**src/rtl/bgtr_pkg.sv**
```systemverilog
// Shared types, constants and the palette function of the background tile row renderer.
package bgtr_pkg;

   localparam int VRAM_BYTES  = 8192;
   localparam int VRAM_AW     = 13;
   localparam int MAP_ENTRIES = 1024;
   localparam int ENTRY_W     = 10;
   localparam int CSR_AW      = 2;
   localparam int CSR_DW      = 8;

   localparam logic [VRAM_AW-1:0] MAP0_OFS = 13'h1800;
   localparam logic [VRAM_AW-1:0] MAP1_OFS = 13'h1C00;
   localparam logic [8:0]         SIGNED_BASE_TILE = 9'h100;
   localparam logic [VRAM_AW-1:0] CLEAR_LAST = 13'h1FFF;

   localparam logic FUNC_WRITE  = 1'b0;
   localparam logic FUNC_RENDER = 1'b1;

   typedef enum logic [1:0] {
      CSR_DISPLAY_ENABLE   = 2'd0,
      CSR_TILE_DATA_SELECT = 2'd1,
      CSR_MAP_SELECT       = 2'd2,
      CSR_BG_PALETTE       = 2'd3
   } csr_index_type;

   typedef enum logic [2:0] {
      ST_CLEAR,
      ST_IDLE,
      ST_MAP,
      ST_LO,
      ST_HI
   } state_type;

   typedef struct packed {
      logic               we;
      logic               re;
      logic [VRAM_AW-1:0] addr;
      logic [7:0]         wdata;
   } mem_req_type;

   function automatic logic [15:0] shade_row(input logic [7:0] lo, input logic [7:0] hi,
                                             input logic [7:0] pal);
      logic [15:0] shades;
      logic [1:0]  c;
      shades = '0;
      for (int k = 0; k < 8; k++) begin
         c = {hi[7-k], lo[7-k]};
         shades[15-2*k -: 2] = pal[2*c +: 2];
      end
      return shades;
   endfunction

endpackage

```
**src/rtl/bgtr_if.sv**
```systemverilog
// Valid/ready channel interfaces for request and result items.
interface bgtr_req_if;
   logic        valid;
   logic        ready;
   logic        func;
   logic [12:0] vram_offset;
   logic [7:0]  write_byte;
   logic [9:0]  map_entry;
   logic [2:0]  tile_row;

   modport source (output valid, func, vram_offset, write_byte, map_entry, tile_row,
                   input ready);
   modport sink (input valid, func, vram_offset, write_byte, map_entry, tile_row,
                 output ready);
endinterface

interface bgtr_rsp_if;
   logic        valid;
   logic        ready;
   logic [7:0]  buffer_x;
   logic [7:0]  buffer_y;
   logic [15:0] row_shades;

   modport source (output valid, buffer_x, buffer_y, row_shades, input ready);
   modport sink (input valid, buffer_x, buffer_y, row_shades, output ready);
endinterface

```
**src/rtl/bgtr_ctrl.sv**
```systemverilog
// Sequencer for memory clearing, byte writes and tile row fetches, with the result register.
module bgtr_ctrl (
   input  logic                          clock,
   input  logic                          reset,
   bgtr_req_if.sink                      req,
   bgtr_rsp_if.source                    rsp,
   input  logic                          csr_we,
   input  logic [bgtr_pkg::CSR_AW-1:0]   csr_index,
   input  logic [bgtr_pkg::CSR_DW-1:0]   csr_wdata,
   output bgtr_pkg::mem_req_type         mem_req,
   input  logic [7:0]                    mem_rdata
);
   import bgtr_pkg::*;

   state_type          state_ff, state_in;
   logic [VRAM_AW-1:0] clr_cnt_ff, clr_cnt_in;
   logic [ENTRY_W-1:0] entry_ff, entry_in;
   logic [2:0]         row_ff, row_in;
   logic [8:0]         tile_ff, tile_in;
   logic [7:0]         lo_ff, lo_in;
   logic               rsp_valid_ff, rsp_valid_in;
   logic [7:0]         buffer_x_ff, buffer_x_in;
   logic [7:0]         buffer_y_ff, buffer_y_in;
   logic [15:0]        shades_ff, shades_in;
   logic               display_enable_ff, tile_data_select_ff, map_select_ff;
   logic [7:0]         bg_palette_ff;
   logic               accept;
   logic               render_go;
   logic               rsp_free;
   logic [8:0]         tile_idx;

   assign accept    = req.valid && req.ready;
   assign render_go = accept && (req.func == FUNC_RENDER) && display_enable_ff;
   assign rsp_free  = !rsp_valid_ff || rsp.ready;
   assign tile_idx  = tile_data_select_ff ? {1'b0, mem_rdata}
                                          : SIGNED_BASE_TILE + {mem_rdata[7], mem_rdata};

   always_comb begin
      state_in = state_ff;
      unique case (state_ff)
         ST_CLEAR: begin
            if (clr_cnt_ff == CLEAR_LAST) begin
               state_in = ST_IDLE;
            end
         end
         ST_IDLE: begin
            if (render_go) begin
               state_in = ST_MAP;
            end
         end
         ST_MAP: state_in = ST_LO;
         ST_LO:  state_in = ST_HI;
         ST_HI: begin
            if (rsp_free) begin
               state_in = ST_IDLE;
            end
         end
         default: state_in = ST_CLEAR;
      endcase
   end

   always_comb begin
      req.ready     = 1'b0;
      mem_req       = '0;
      clr_cnt_in    = clr_cnt_ff;
      entry_in      = entry_ff;
      row_in        = row_ff;
      tile_in       = tile_ff;
      lo_in         = lo_ff;
      rsp_valid_in  = rsp_valid_ff && !rsp.ready;
      buffer_x_in   = buffer_x_ff;
      buffer_y_in   = buffer_y_ff;
      shades_in     = shades_ff;
      unique case (state_ff)
         ST_CLEAR: begin
            mem_req.we   = 1'b1;
            mem_req.addr = clr_cnt_ff;
            clr_cnt_in   = clr_cnt_ff + 1'b1;
         end
         ST_IDLE: begin
            req.ready = 1'b1;
            entry_in  = req.map_entry;
            row_in    = req.tile_row;
            if (accept && (req.func == FUNC_WRITE)) begin
               mem_req.we    = 1'b1;
               mem_req.addr  = req.vram_offset;
               mem_req.wdata = req.write_byte;
            end else if (render_go) begin
               mem_req.re   = 1'b1;
               mem_req.addr = (map_select_ff ? MAP1_OFS : MAP0_OFS)
                              + {{(VRAM_AW-ENTRY_W){1'b0}}, req.map_entry};
            end
         end
         ST_MAP: begin
            tile_in      = tile_idx;
            mem_req.re   = 1'b1;
            mem_req.addr = {tile_idx, row_ff, 1'b0};
         end
         ST_LO: begin
            lo_in        = mem_rdata;
            mem_req.re   = 1'b1;
            mem_req.addr = {tile_ff, row_ff, 1'b1};
         end
         ST_HI: begin
            if (rsp_free) begin
               rsp_valid_in = 1'b1;
               buffer_x_in  = {entry_ff[4:0], 3'b000};
               buffer_y_in  = {entry_ff[9:5], row_ff};
               shades_in    = shade_row(lo_ff, mem_rdata, bg_palette_ff);
            end
         end
         default: begin
            clr_cnt_in = '0;
         end
      endcase
   end

   always_ff @(posedge clock) begin
      if (reset) begin
         state_ff            <= ST_CLEAR;
         clr_cnt_ff          <= '0;
         rsp_valid_ff        <= 1'b0;
         display_enable_ff   <= 1'b0;
         tile_data_select_ff <= 1'b0;
         map_select_ff       <= 1'b0;
         bg_palette_ff       <= '0;
      end else begin
         state_ff     <= state_in;
         clr_cnt_ff   <= clr_cnt_in;
         rsp_valid_ff <= rsp_valid_in;
         if (csr_we) begin
            unique case (csr_index)
               CSR_DISPLAY_ENABLE:   display_enable_ff   <= csr_wdata[0];
               CSR_TILE_DATA_SELECT: tile_data_select_ff <= csr_wdata[0];
               CSR_MAP_SELECT:       map_select_ff       <= csr_wdata[0];
               CSR_BG_PALETTE:       bg_palette_ff       <= csr_wdata;
               default:              bg_palette_ff       <= bg_palette_ff;
            endcase
         end
      end
   end

   always_ff @(posedge clock) begin
      entry_ff    <= entry_in;
      row_ff      <= row_in;
      tile_ff     <= tile_in;
      lo_ff       <= lo_in;
      buffer_x_ff <= buffer_x_in;
      buffer_y_ff <= buffer_y_in;
      shades_ff   <= shades_in;
   end

   assign rsp.valid      = rsp_valid_ff;
   assign rsp.buffer_x   = buffer_x_ff;
   assign rsp.buffer_y   = buffer_y_ff;
   assign rsp.row_shades = shades_ff;

endmodule

```
**src/flat_wrapper.sv**
```systemverilog
// flat-port wrapper written by rule: the top's interface ports become plain ports
module bgtr_ctrl_flat import bgtr_pkg::*;
  (clock, reset, csr_we, csr_index, csr_wdata, mem_req, mem_rdata, req_valid, req_func, req_vram_offset, req_write_byte, req_map_entry, req_tile_row, req_ready, rsp_valid, rsp_buffer_x, rsp_buffer_y, rsp_row_shades, rsp_ready);
  bgtr_req_if req_i ();
  bgtr_rsp_if rsp_i ();
  input  logic clock;
  input  logic reset;
  input  logic csr_we;
  input  logic [bgtr_pkg::CSR_AW-1:0] csr_index;
  input  logic [bgtr_pkg::CSR_DW-1:0] csr_wdata;
  output bgtr_pkg::mem_req_type mem_req;
  input  logic [7:0] mem_rdata;
  input wire logic [$bits(req_i.valid)-1:0] req_valid;
  input wire logic [$bits(req_i.func)-1:0] req_func;
  input wire logic [$bits(req_i.vram_offset)-1:0] req_vram_offset;
  input wire logic [$bits(req_i.write_byte)-1:0] req_write_byte;
  input wire logic [$bits(req_i.map_entry)-1:0] req_map_entry;
  input wire logic [$bits(req_i.tile_row)-1:0] req_tile_row;
  output wire logic [$bits(req_i.ready)-1:0] req_ready;
  output wire logic [$bits(rsp_i.valid)-1:0] rsp_valid;
  output wire logic [$bits(rsp_i.buffer_x)-1:0] rsp_buffer_x;
  output wire logic [$bits(rsp_i.buffer_y)-1:0] rsp_buffer_y;
  output wire logic [$bits(rsp_i.row_shades)-1:0] rsp_row_shades;
  input wire logic [$bits(rsp_i.ready)-1:0] rsp_ready;
  assign req_i.valid = req_valid;
  assign req_i.func = req_func;
  assign req_i.vram_offset = req_vram_offset;
  assign req_i.write_byte = req_write_byte;
  assign req_i.map_entry = req_map_entry;
  assign req_i.tile_row = req_tile_row;
  assign req_ready = req_i.ready;
  assign rsp_valid = rsp_i.valid;
  assign rsp_buffer_x = rsp_i.buffer_x;
  assign rsp_buffer_y = rsp_i.buffer_y;
  assign rsp_row_shades = rsp_i.row_shades;
  assign rsp_i.ready = rsp_ready;
  bgtr_ctrl u_core (.clock(clock), .reset(reset), .req(req_i), .rsp(rsp_i), .csr_we(csr_we), .csr_index(csr_index), .csr_wdata(csr_wdata), .mem_req(mem_req), .mem_rdata(mem_rdata));
endmodule
```
**config.mk**
```make
export PLATFORM = sky130hd
export DESIGN_NAME = bgtr_ctrl_flat
export DESIGN_NICKNAME = d
export VERILOG_FILES = /design/src/rtl/bgtr_pkg.sv /design/src/rtl/bgtr_if.sv /design/src/rtl/bgtr_ctrl.sv /design/src/flat_wrapper.sv
export SDC_FILE = /design/constraint.sdc
export NUM_CORES = 1
export LEC_CHECK = 0
export ABC_AREA = 0
export BUFFER_PORTS_ARGS = -buffer_cell sky130_fd_sc_hd__buf_2
export CORE_ASPECT_RATIO = 1.1
export CORE_MARGIN = 2
export CORE_UTILIZATION = 40
export CTS_BUF_LIST = sky130_fd_sc_hd__clkbuf_2
export DETAILED_ROUTE_END_ITERATION = 16
export PLACE_DENSITY_LB_ADDON = 0.2
export SETUP_SLACK_MARGIN = 0.3
export SKIP_CTS_REPAIR_TIMING = 1
export SLEW_MARGIN = 20
export SYNTH_ARGS = -nofsm -noshare
export SYNTH_HDL_FRONTEND = slang
export SYNTH_SLANG_ARGS = --single-unit
```
**constraint.sdc**
```tcl
create_clock -name clock -period 3.38 [get_ports clock]
set_input_delay 0.507 -clock clock [delete_from_list [all_inputs] [get_ports clock]]
set_output_delay 0.507 -clock clock [all_outputs]
set_load 0.02 [all_outputs]
```
==> results.py, run 1 <==
metrics = {
    "outcome": {
        "outcome": "complete, no violations",
    },
    "die": {
        "pin_count": 115,
        "floorplan.die_area_mm2": 0.01115,
        "core_area_mm2": 0.009937,
        "placementRows": 38,
        "floorplan.initialDensity_pct": 41.53,
        "floorplan.die.width_um": 100.8,
        "dieHeight_um": 110.5,
    },
    "sta": {
        "worst_clock_skew_ns": 0.02881,
        "final.period_utilization_pct": 85.21,
        "worst_slew_margin_rel_pct": 40.87,
        "slew_viol_final": 0,
        "report.final.setup_viol": 0,
        "layout_min_cycle_time_ns": 2.880,
        "worst_pin_slew_ns": 0.8837,
        "total_count_of_hold_check_failures_in_the_final_report": 0,
        "unrepaired_setup_endpoints_after_global_routing": "no",
        "maxClockFrequency_ghz": 0.3472,
        "total_neg_setup_slack_ns": 0,
    },
    "global_routing": {
        "grt.met3_usage_pct": 3.987,
        "grt_pass1_vias": 2896,
        "gr-usage-met2_pct": 28.13,
        "antenna_found_initial": 1,
        "grt_util_all_layers_pct": 17.91,
        "layer_carrying_the_most_global_route_usage": "met2",
        "maximum_number_of_pins_on_one_net_before_global_route_repair": 42,
        "first_pass_grt_wire_length_mm": 15.41,
        "globalRouteOverflowTotal": 0,
        "globalRouteMet1Util_pct": 24.23,
    },
    "logic_synthesis": {
        "netlist_area_mm2": 0.004126,
        "syn_inst": 327,
        "synthesis.yosys.warnings": 0,
        "synth_edf_count": 59,
        "ys_types": 49,
        "async_reset_ff_share_pct": 0,
        "seq_area_frac_synth_pct": 56.52,
        "syn-mean-instance-area_um2": 12.62,
        "yosys_reg_bits": 87,
        "main_flop_type_after_synthesis": "sky130_fd_sc_hd__edfxtp_1",
    },
    "placed_design": {
        "dp.final_hpwl_mm": 7.057,
        "io_buffer_count": 111,
        "placed_cells_incl_taps": 542,
        "globalplace.congestion": 0.7905,
    },
    "cells_and_area": {
        "layout.cells.most_common": "sky130_fd_sc_hd__buf_2",
        "fill_cell_total_of_the_finished_layout": 945,
        "layout.cells.non_filler": 559,
        "mostFrequentLayoutCells": "111 x sky130_fd_sc_hd__buf_2, 59 x sky130_fd_sc_hd__edfxtp_1, 28 x sky130_fd_sc_hd__nor2_1",
        "layout.nets": 492,
        "fraction_of_final_layout_cells_sized_beyond_drive_strength_1_pct": 36.76,
        "area_growth_pct": 17.98,
    },
    "drt": {
        "number_of_vias_per_cell_after_detailed_routing": 5.589,
        "avg_wl_per_cell_um": 17.83,
        "finalWirelength_mm": 9.965,
        "vias": 3124,
        "drt_pass1_iterations": 4,
        "remaining_drc_errors": 0,
        "first_iter_violations": 145,
        "antenna_left": 0,
    },
    "worst_setup_path": {
        "worstSetupPathType": "reg2out",
        "worst_case_register_to_register_setup_slack_ns": 1.34,
        "critPathCaptureType": "output port",
        "cp_max_fo": 18,
        "cp_slowest_cell": "sky130_fd_sc_hd__dfxtp_1",
        "timing.critical_path.arrival_ns": 2.37,
        "cp_cell_sequence": "nor3b_4 > nand2_4 > nor2_1 > buf_4 > a221o_1 > buf_2",
        "setup.worst_path.start_class": "flop",
        "worst-endpoint-required_ns": 2.87,
        "critical-path-max-stage-delay_ns": 0.70,
    },
    "worst_hold_path": {
        "min_path_type": "in2reg",
    },
    "cts": {
        "clock_path_buffers": 2,
        "cts_buffers": 9,
        "clock_tree.root_cell": "sky130_fd_sc_hd__clkbuf_2",
        "tritoncts": "yes",
        "h-tree-depth": 3,
        "clock_sinks": 87,
        "worst_setup_hold_path_clk_slew_ns": 0.24,
        "worst_skew_pair.late_latency_ns": 0.55,
    },
    "power": {
        "power.density_cell_area_mw_per_mm2": 369.2,
        "leakagePower_nw": 1.888,
        "vdd_ir_drop_max_mv": 0.1560,
    },
    "run": {
        "max_cap_violations": 0,
    },
}
## worst max-delay path: cells and delay by family (launching register included)
kind	cells	cell delay, ns
AO/OA/AOI/OAI	1	0.16
buffers and inverters	2	0.36
flip-flops	1	0.70
AND/OR/NAND/NOR	3	0.61
## sequential cells by signal, summed over array words and instances, names as in the netlist, 3 cells and up
signal,flops
u_core.rsp.row_shades,16
u_core.clr_cnt_ff,13
u_core.entry_ff,10
u_core.tile_ff,9
u_core.bg_palette_ff,8
u_core.lo_ff,8
u_core.rsp.buffer_y,8
u_core.rsp.buffer_x,5
u_core.row_ff,3
u_core.state_ff,3
## per-stage QoR
step	hold slack [ns]	setup WS (ns)	util [%]	power (W)	area [um2]
after floorplan	0.4003	0.9961	-	0.001227	4134
after global placement	0.4015	0.9128	47.78	0.001283	4748
after detailed placement	0.4045	0.8321	47.78	0.001286	4748
after CTS	0.07051	0.2076	48.94	0.001813	4863
after global routing	0.06104	0.3324	48.99	0.001866	4868
final	0.1118	0.5000	48.99	0.001797	4868
## final cells by class
cell class	instances	area [um2]	area share (%)
Clock inverter	7	70.07	1.439
Timing Repair Buffer	116	593.1	12.18
Tap cell	120	150.1	3.084
Sequential cell	87	2333	47.93
Multi-Input combinational cell	216	1663	34.16
Antenna cell	1	2.502	0.05140
Inverter	3	11.26	0.2313
Clock buffer	9	45.04	0.9252
## where the power goes
part	internal, W	switching, W
sequential	0.00114	0.0000165
combinational	0.0000537	0.0000539
clock	0.000172	0.000362
total	0.00136	0.000432
## per-layer routing
metal / vias to the layer above / part of all wire [%]
met5: - / 0
met2: 133 / 47
met1: 1507 / 44
met3: 14 / 7.7
met4: 0 / 1.6
li1: 1470 / -
## cells in the mapped netlist, drive strengths merged, types with 3 or more instances
library cell | instances | share of area, %
and2 | 13 | 2.0
mux4 | 16 | 8.7
and4 | 3 | 0.64
a21oi | 21 | 2.5
nand4 | 4 | 0.61
edfxtp | 59 | 43
nand3 | 7 | 0.85
nor3 | 8 | 0.97
nand2b | 8 | 1.2
nor3b | 3 | 0.82
a32oi | 3 | 0.64
clkbuf | 9 | 0.88
mux2i | 24 | 5.8
a22oi | 4 | 0.73
a221o | 11 | 2.7
o22ai | 4 | 0.61
or2 | 8 | 1.2
buf | 14 | 2.2
o21ai | 4 | 0.49
nand2 | 20 | 2.0
nor2 | 30 | 3.2
dfxtp | 28 | 14
## worst paths after layout
check	start	end	cells after the start
setup / recovery	u_core.state_ff[0]	mem_req[18]	6
hold reg to reg	u_core.entry_ff[2]	u_core.rsp.buffer_x[5]	0
setup reg to reg	u_core.state_ff[0]	u_core.state_ff[0]	6
hold / removal	req_tile_row[2]	u_core.row_ff[2]	1
## cell families after synthesis
logic type,share of synthesized area (%)
flip-flops,56.52
buffers and inverters,3.396
XOR/XNOR,0.2123
multiplexers,14.55
AO/OA/AOI/OAI,10.13
AND/OR/NAND/NOR,14.80
other,0.09088
adder cells (fa/ha/maj),0.3032
No activity file was read; power rests on OpenSTA's default activity.
==> inputs of run 2 (changes only) <==
- PLACE_DENSITY_LB_ADDON: 0.2 -> not set
==> results.py, run 2 (synthesized netlist as in run 1, its figures left out) <==
metrics = {
    "outcome": {
        "outcome": "complete, no violations",
    },
    "cts": {
        "tritoncts": "yes",
        "clock_tree.root_cell": "sky130_fd_sc_hd__clkbuf_2",
        "worst_setup_hold_path_clk_slew_ns": 0.23,
        "h-tree-depth": 3,
        "cts_buffers": 9,
        "worst_skew_pair.late_latency_ns": 0.58,
        "clock_path_buffers": 2,
        "clock_sinks": 87,
    },
    "cells_and_area": {
        "fill_cell_total_of_the_finished_layout": 913,
        "mostFrequentLayoutCells": "111 x sky130_fd_sc_hd__buf_2, 59 x sky130_fd_sc_hd__edfxtp_1, 28 x sky130_fd_sc_hd__nor2_1",
        "layout.cells.most_common": "sky130_fd_sc_hd__buf_2",
        "area_growth_pct": 17.65,
        "largest_reg_flops": 16,
        "fraction_of_final_layout_cells_sized_beyond_drive_strength_1_pct": 36.76,
        "layout.nets": 492,
        "fin_util_pct": 48.85,
        "regArea_mm2": 0.002335,
        "multi_input_comb_area_mm2": 0.001667,
    },
    "drt": {
        "vias": 3060,
        "antenna_left": 0,
        "number_of_vias_per_cell_after_detailed_routing": 5.474,
        "remaining_drc_errors": 0,
        "drt_pass1_iterations": 4,
        "finalWirelength_mm": 9.610,
        "avg_wl_per_cell_um": 17.19,
        "first_iter_violations": 165,
    },
    "sta": {
        "maxClockFrequency_ghz": 0.3682,
        "slew_viol_final": 0,
        "total_count_of_hold_check_failures_in_the_final_report": 0,
        "layout_min_cycle_time_ns": 2.716,
        "total_neg_setup_slack_ns": 0,
        "timing.hold.ws_ns": 0.08855,
        "final.period_utilization_pct": 80.36,
        "worst_pin_slew_ns": 0.8746,
        "report.final.setup_viol": 0,
        "worst_clock_skew_ns": 0.03194,
        "worst_slew_margin_rel_pct": 41.48,
        "unrepaired_setup_endpoints_after_global_routing": "no",
    },
    "die": {
        "placementRows": 38,
        "floorplan.initialDensity_pct": 41.53,
        "floorplan.die.width_um": 100.8,
        "floorplan.die_area_mm2": 0.01115,
        "dieHeight_um": 110.5,
        "pin_count": 115,
        "core_area_mm2": 0.009937,
    },
    "worst_setup_path": {
        "setup.worst_path.start_class": "flop",
        "cp_slowest_cell": "sky130_fd_sc_hd__dfxtp_2",
        "critical-path-max-stage-delay_ns": 0.57,
        "cp-endpoint": "mem_req[13]",
        "r2r_start": "u_core.state_ff[2]",
        "cp_cell_sequence": "buf_4 > mux2i_1 > or2_2 > a21oi_1 > a221o_1 > buf_2",
        "worstSetupPathType": "reg2out",
        "worstSetupStartpoint": "u_core.state_ff[1]",
        "worst_r2r_endpoint": "u_core.lo_ff[7]",
        "timing.critical_path.arrival_ns": 2.21,
        "r2r.worst_path.cells": 3,
        "worst-endpoint-required_ns": 2.87,
        "worst_case_register_to_register_setup_slack_ns": 1.47,
        "critPathCaptureType": "output port",
        "cp_max_fo": 14,
    },
    "power": {
        "vdd_ir_drop_max_mv": 0.1293,
        "power.density_cell_area_mw_per_mm2": 357.4,
        "leakagePower_nw": 1.878,
    },
    "global_routing": {
        "grt_pass1_vias": 2832,
        "first_pass_grt_wire_length_mm": 14.81,
        "maximum_number_of_pins_on_one_net_before_global_route_repair": 42,
        "grt_util_all_layers_pct": 17.42,
        "globalRouteOverflowTotal": 0,
        "antenna_found_initial": 1,
    },
    "placed_design": {
        "globalplace.congestion": 0.7981,
        "io_buffer_count": 111,
        "dp.final_hpwl_mm": 6.861,
    },
    "run": {
        "max_cap_violations": 0,
    },
    "worst_hold_path": {
        "min_path_type": "in2reg",
    },
}
==> run 2: layout make-up <==
type / instances / share of cell area (%)
sequential: 87 / 48.09
clock buffer: 10 / 1.031
timing repair buffer: 116 / 12.22
inverter: 3 / 0.2320
multi-input combinational: 216 / 34.33
tap: 120 / 3.093
antenna: 1 / 0.05155
clock inverter: 6 / 0.9536
==> run 2: worst min path at each step <==
stage	start	endpoint	depth (start not counted)	slack (ns)
finish	req_tile_row[2]	u_core.row_ff[2]	1	0.09
detailed placement	u_core.entry_ff[9]	u_core.rsp.buffer_y[7]	0	0.40
CTS	req_tile_row[2]	u_core.row_ff[2]	1	0.06
global route	req_tile_row[1]	u_core.row_ff[1]	1	0.03
floorplan	u_core.entry_ff[0]	u_core.rsp.buffer_x[3]	0	0.40
global placement	u_core.entry_ff[2]	u_core.rsp.buffer_x[5]	0	0.40
==> run 2: where the power goes <==
| part | leakage (nW) | switching [W] | internal [W] |
|---|---|---|---|
| registers | 0.761 | 0.0000161 | 0.00114 |
| clock network | 0.0585 | 0.000370 | 0.000103 |
| logic | 1.06 | 0.0000530 | 0.0000537 |
==> run 2: layer usage <==
layer	routed length, um	global-route usage [%]
met4	94	7.580
met2	4522	26.67
met1	4206	23.96
met5	0	0
met3	787	3.354
==> run 2: critical path, delay by kind of cell, from the launching register on <==
family / cells / cell delay, ns
multiplexers: 1 / 0.08
flip-flops: 1 / 0.57
buffers and inverters: 2 / 0.39
AO/OA/AOI/OAI: 2 / 0.32
AND/OR/NAND/NOR: 1 / 0.29
==> run 2: metrics by stage <==
stage	setup slack (ns)	instance area (um2)	power (W)	cells
after floorplan	0.9961	4134	0.001227	329
after global placement	1.146	4748	0.001283	542
after detailed placement	1.112	4748	0.001285	542
after CTS	0.4343	4845	0.001747	558
after global routing	0.4696	4855	0.001807	559
final	0.6639	4855	0.001735	559
==> inputs of run 3 (changes only) <==
- ABC_AREA: 0 -> 1
- PLACE_DENSITY: not set -> 0.66
- clock period: 3.38 -> 2.3 ns (I/O delays scaled with it)
==> results.py, run 3 <==
metrics = {
    "logic_synthesis": {
        "syn_inst": 460,
        "synth_top_cells_by_area": "sky130_fd_sc_hd__edfxtp_1 43%, sky130_fd_sc_hd__dfxtp_1 14%, sky130_fd_sc_hd__a21oi_1 8.8%, sky130_fd_sc_hd__nand2_1 8.1%, sky130_fd_sc_hd__inv_1 5.6%",
        "cell_taking_the_most_area_after_synthesis": "sky130_fd_sc_hd__edfxtp_1",
        "post-synth-top-count-cell": "sky130_fd_sc_hd__nand2_1",
        "async_reset_ff_share_pct": 0,
        "synthesis.yosys.warnings": 0,
        "netlist_area_mm2": 0.004100,
        "synth_edf_count": 59,
        "syn-mean-instance-area_um2": 8.913,
        "seq_area_frac_synth_pct": 56.88,
        "main_flop_type_after_synthesis": "sky130_fd_sc_hd__edfxtp_1",
        "ys_types": 32,
        "yosys_reg_bits": 87,
        "yosysTopAreaCellShare_pct": 43.21,
        "post_synth_most_frequent_cells": "88 x sky130_fd_sc_hd__nand2_1, 72 x sky130_fd_sc_hd__a21oi_1, 61 x sky130_fd_sc_hd__inv_1, 59 x sky130_fd_sc_hd__edfxtp_1, 36 x sky130_fd_sc_hd__o21ai_0",
    },
    "power": {
        "vdd_ir_drop_max_mv": 0.2175,
        "leakagePower_nw": 2.222,
        "power.density_cell_area_mw_per_mm2": 576.8,
        "total_power_w": 0.003053,
    },
    "drt": {
        "antenna_left": 0,
        "vias": 3770,
        "drt_pass1_iterations": 5,
        "finalWirelength_mm": 10.96,
        "remaining_drc_errors": 0,
        "first_iter_violations": 276,
        "number_of_vias_per_cell_after_detailed_routing": 5.207,
        "avg_wl_per_cell_um": 15.14,
    },
    "die": {
        "floorplan.die.width_um": 100.5,
        "dieHeight_um": 110.2,
        "pin_count": 115,
        "core_area_mm2": 0.009937,
        "floorplan.initialDensity_pct": 41.26,
        "floorplan.die_area_mm2": 0.01108,
        "placementRows": 38,
    },
    "cts": {
        "h-tree-depth": 3,
        "cts_buffers": 9,
        "worst_setup_hold_path_clk_slew_ns": 0.23,
        "clock_sinks": 87,
        "clock_tree.root_cell": "sky130_fd_sc_hd__clkbuf_2",
        "tritoncts": "yes",
        "worst_skew_pair.late_latency_ns": 0.58,
        "clock_path_buffers": 2,
    },
    "outcome": {
        "violations_in_the_final_reports": "negative setup slack",
        "outcome": "finished with violations",
    },
    "worst_setup_path": {
        "cp_cell_sequence": "nand3_4 > nor2_4 > nand2_4 > nor2_4 > buf_6 > nand2_1 > nand4_1 > buf_6",
        "critPathCaptureType": "output port",
        "worstSetupPathType": "reg2out",
        "critical-path-max-stage-delay_ns": 0.48,
        "cp_slowest_cell": "sky130_fd_sc_hd__dfxtp_4",
        "timing.critical_path.arrival_ns": 2.02,
        "worst-endpoint-required_ns": 1.96,
        "setup.worst_path.start_class": "flop",
        "cp_max_fo": 8,
    },
    "sta": {
        "report.final.setup_viol": 7,
        "postLayoutSetupSlackWorst_ns": -0.06705,
        "maxClockFrequency_ghz": 0.4225,
        "total_count_of_hold_check_failures_in_the_final_report": 0,
        "final.period_utilization_pct": 102.9,
        "unrepaired_setup_endpoints_after_global_routing": "yes",
        "layout_min_cycle_time_ns": 2.367,
        "worst_clock_skew_ns": 0.01696,
        "slew_viol_final": 0,
    },
    "global_routing": {
        "antenna_found_initial": 0,
        "grt_pass1_vias": 3382,
        "globalRouteOverflowTotal": 0,
        "first_pass_grt_wire_length_mm": 16.04,
        "grt_util_all_layers_pct": 18.92,
        "maximum_number_of_pins_on_one_net_before_global_route_repair": 30,
    },
    "placed_design": {
        "globalplace.congestion": 0.8182,
        "placedInstanceArea_mm2": 0.004762,
        "dp.final_hpwl_mm": 7.685,
        "io_buffer_count": 111,
    },
    "cells_and_area": {
        "layout.nets": 658,
        "area_growth_pct": 29.08,
        "layout.cells.most_common": "sky130_fd_sc_hd__buf_2",
        "mostFrequentLayoutCells": "90 x sky130_fd_sc_hd__buf_2, 83 x sky130_fd_sc_hd__nand2_1, 70 x sky130_fd_sc_hd__a21oi_1",
        "fraction_of_final_layout_cells_sized_beyond_drive_strength_1_pct": 28.15,
        "largest_reg_flops": 16,
        "n_antenna_cell": 0,
        "post-route-cell-area_mm2": 0.005293,
    },
    "worst_hold_path": {
        "min_path_type": "in2reg",
    },
    "run": {
        "max_cap_violations": 0,
    },
}
[run 3: cell count changes in the layout (fill, tap and decap cells not counted), moves of 21 or more]
cell                            delta
sky130_fd_sc_hd__buf_2            -21
sky130_fd_sc_hd__o21ai_0          +30
sky130_fd_sc_hd__nand2_1          +64
sky130_fd_sc_hd__mux2i_1          -24
sky130_fd_sc_hd__a21oi_1          +49
sky130_fd_sc_hd__dlygate4sd3_1    +21
sky130_fd_sc_hd__inv_1            +59
[run 3: worst paths after layout]
check / startpoint / cells after the start / endpoint / slack, ns
setup / recovery: u_core.state_ff[0] / 8 / mem_req[18] / -0.07
hold reg to reg: u_core.entry_ff[8] / 0 / u_core.rsp.buffer_y[6] / 0.45
hold / removal: mem_rdata[3] / 1 / u_core.tile_ff[3] / 0.03
setup reg to reg: u_core.clr_cnt_ff[0] / 8 / u_core.clr_cnt_ff[10] / 0.81
[run 3: cell families after synthesis]
family	after synthesis	share of synthesized area (%)
adders and majority gates	1	0.3051
DFF	87	56.88
other	1	0.09146
buffers and inverters	84	8.484
and+or+nand+nor	163	18.13
AOI/OAI and AO/OA	122	15.69
xor gates and xnor gates	2	0.4273
[run 3: metal layers]
layer	vias to the layer above	share of wire (%)	GRT usage [%]
met1	1780	42	24.08
li1	1824	-	-
met4	0	2.9	9.002
met3	29	6.2	3.657
met2	137	49	31.16
met5	-	0	0
[run 3: critical path, delay by kind of cell (launching register included)]
family / cells / cell delay (ns)
AND/OR/NAND/NOR: 6 / 0.67
flip-flops: 1 / 0.48
buffers and inverters: 2 / 0.29
[run 3: final cells by class]
cell class	instances	area (um2)
repair buffers	144	962.2
fillers	872	4644
well taps	120	150.1
multi-input cells	291	1494
inverters	66	260.3
clock buffers	9	45.04
flip-flops and latches	87	2341
clock inverters	7	40.04
[run 3: power breakdown]
part	internal, W	switching [W]
Clock	0.000134	0.000525
Combinational	0.000230	0.000351
Sequential	0.00175	0.0000638
[run 3: stage by stage]
step                      worst slack, ns  hold WS (ns)  TNS (ns)  util [%]  instances
final                            -0.06705       0.03267   -0.2310     53.26        724
after global routing              -0.1639      0.004938    -1.463     53.26        724
after detailed placement           0.2957        0.4052         0     47.92        681
after global placement             0.3697        0.4004         0     47.92        681
after floorplan                    0.4106        0.4003         0         -        462
after CTS                         -0.3711      -0.09332    -4.631     48.78        697
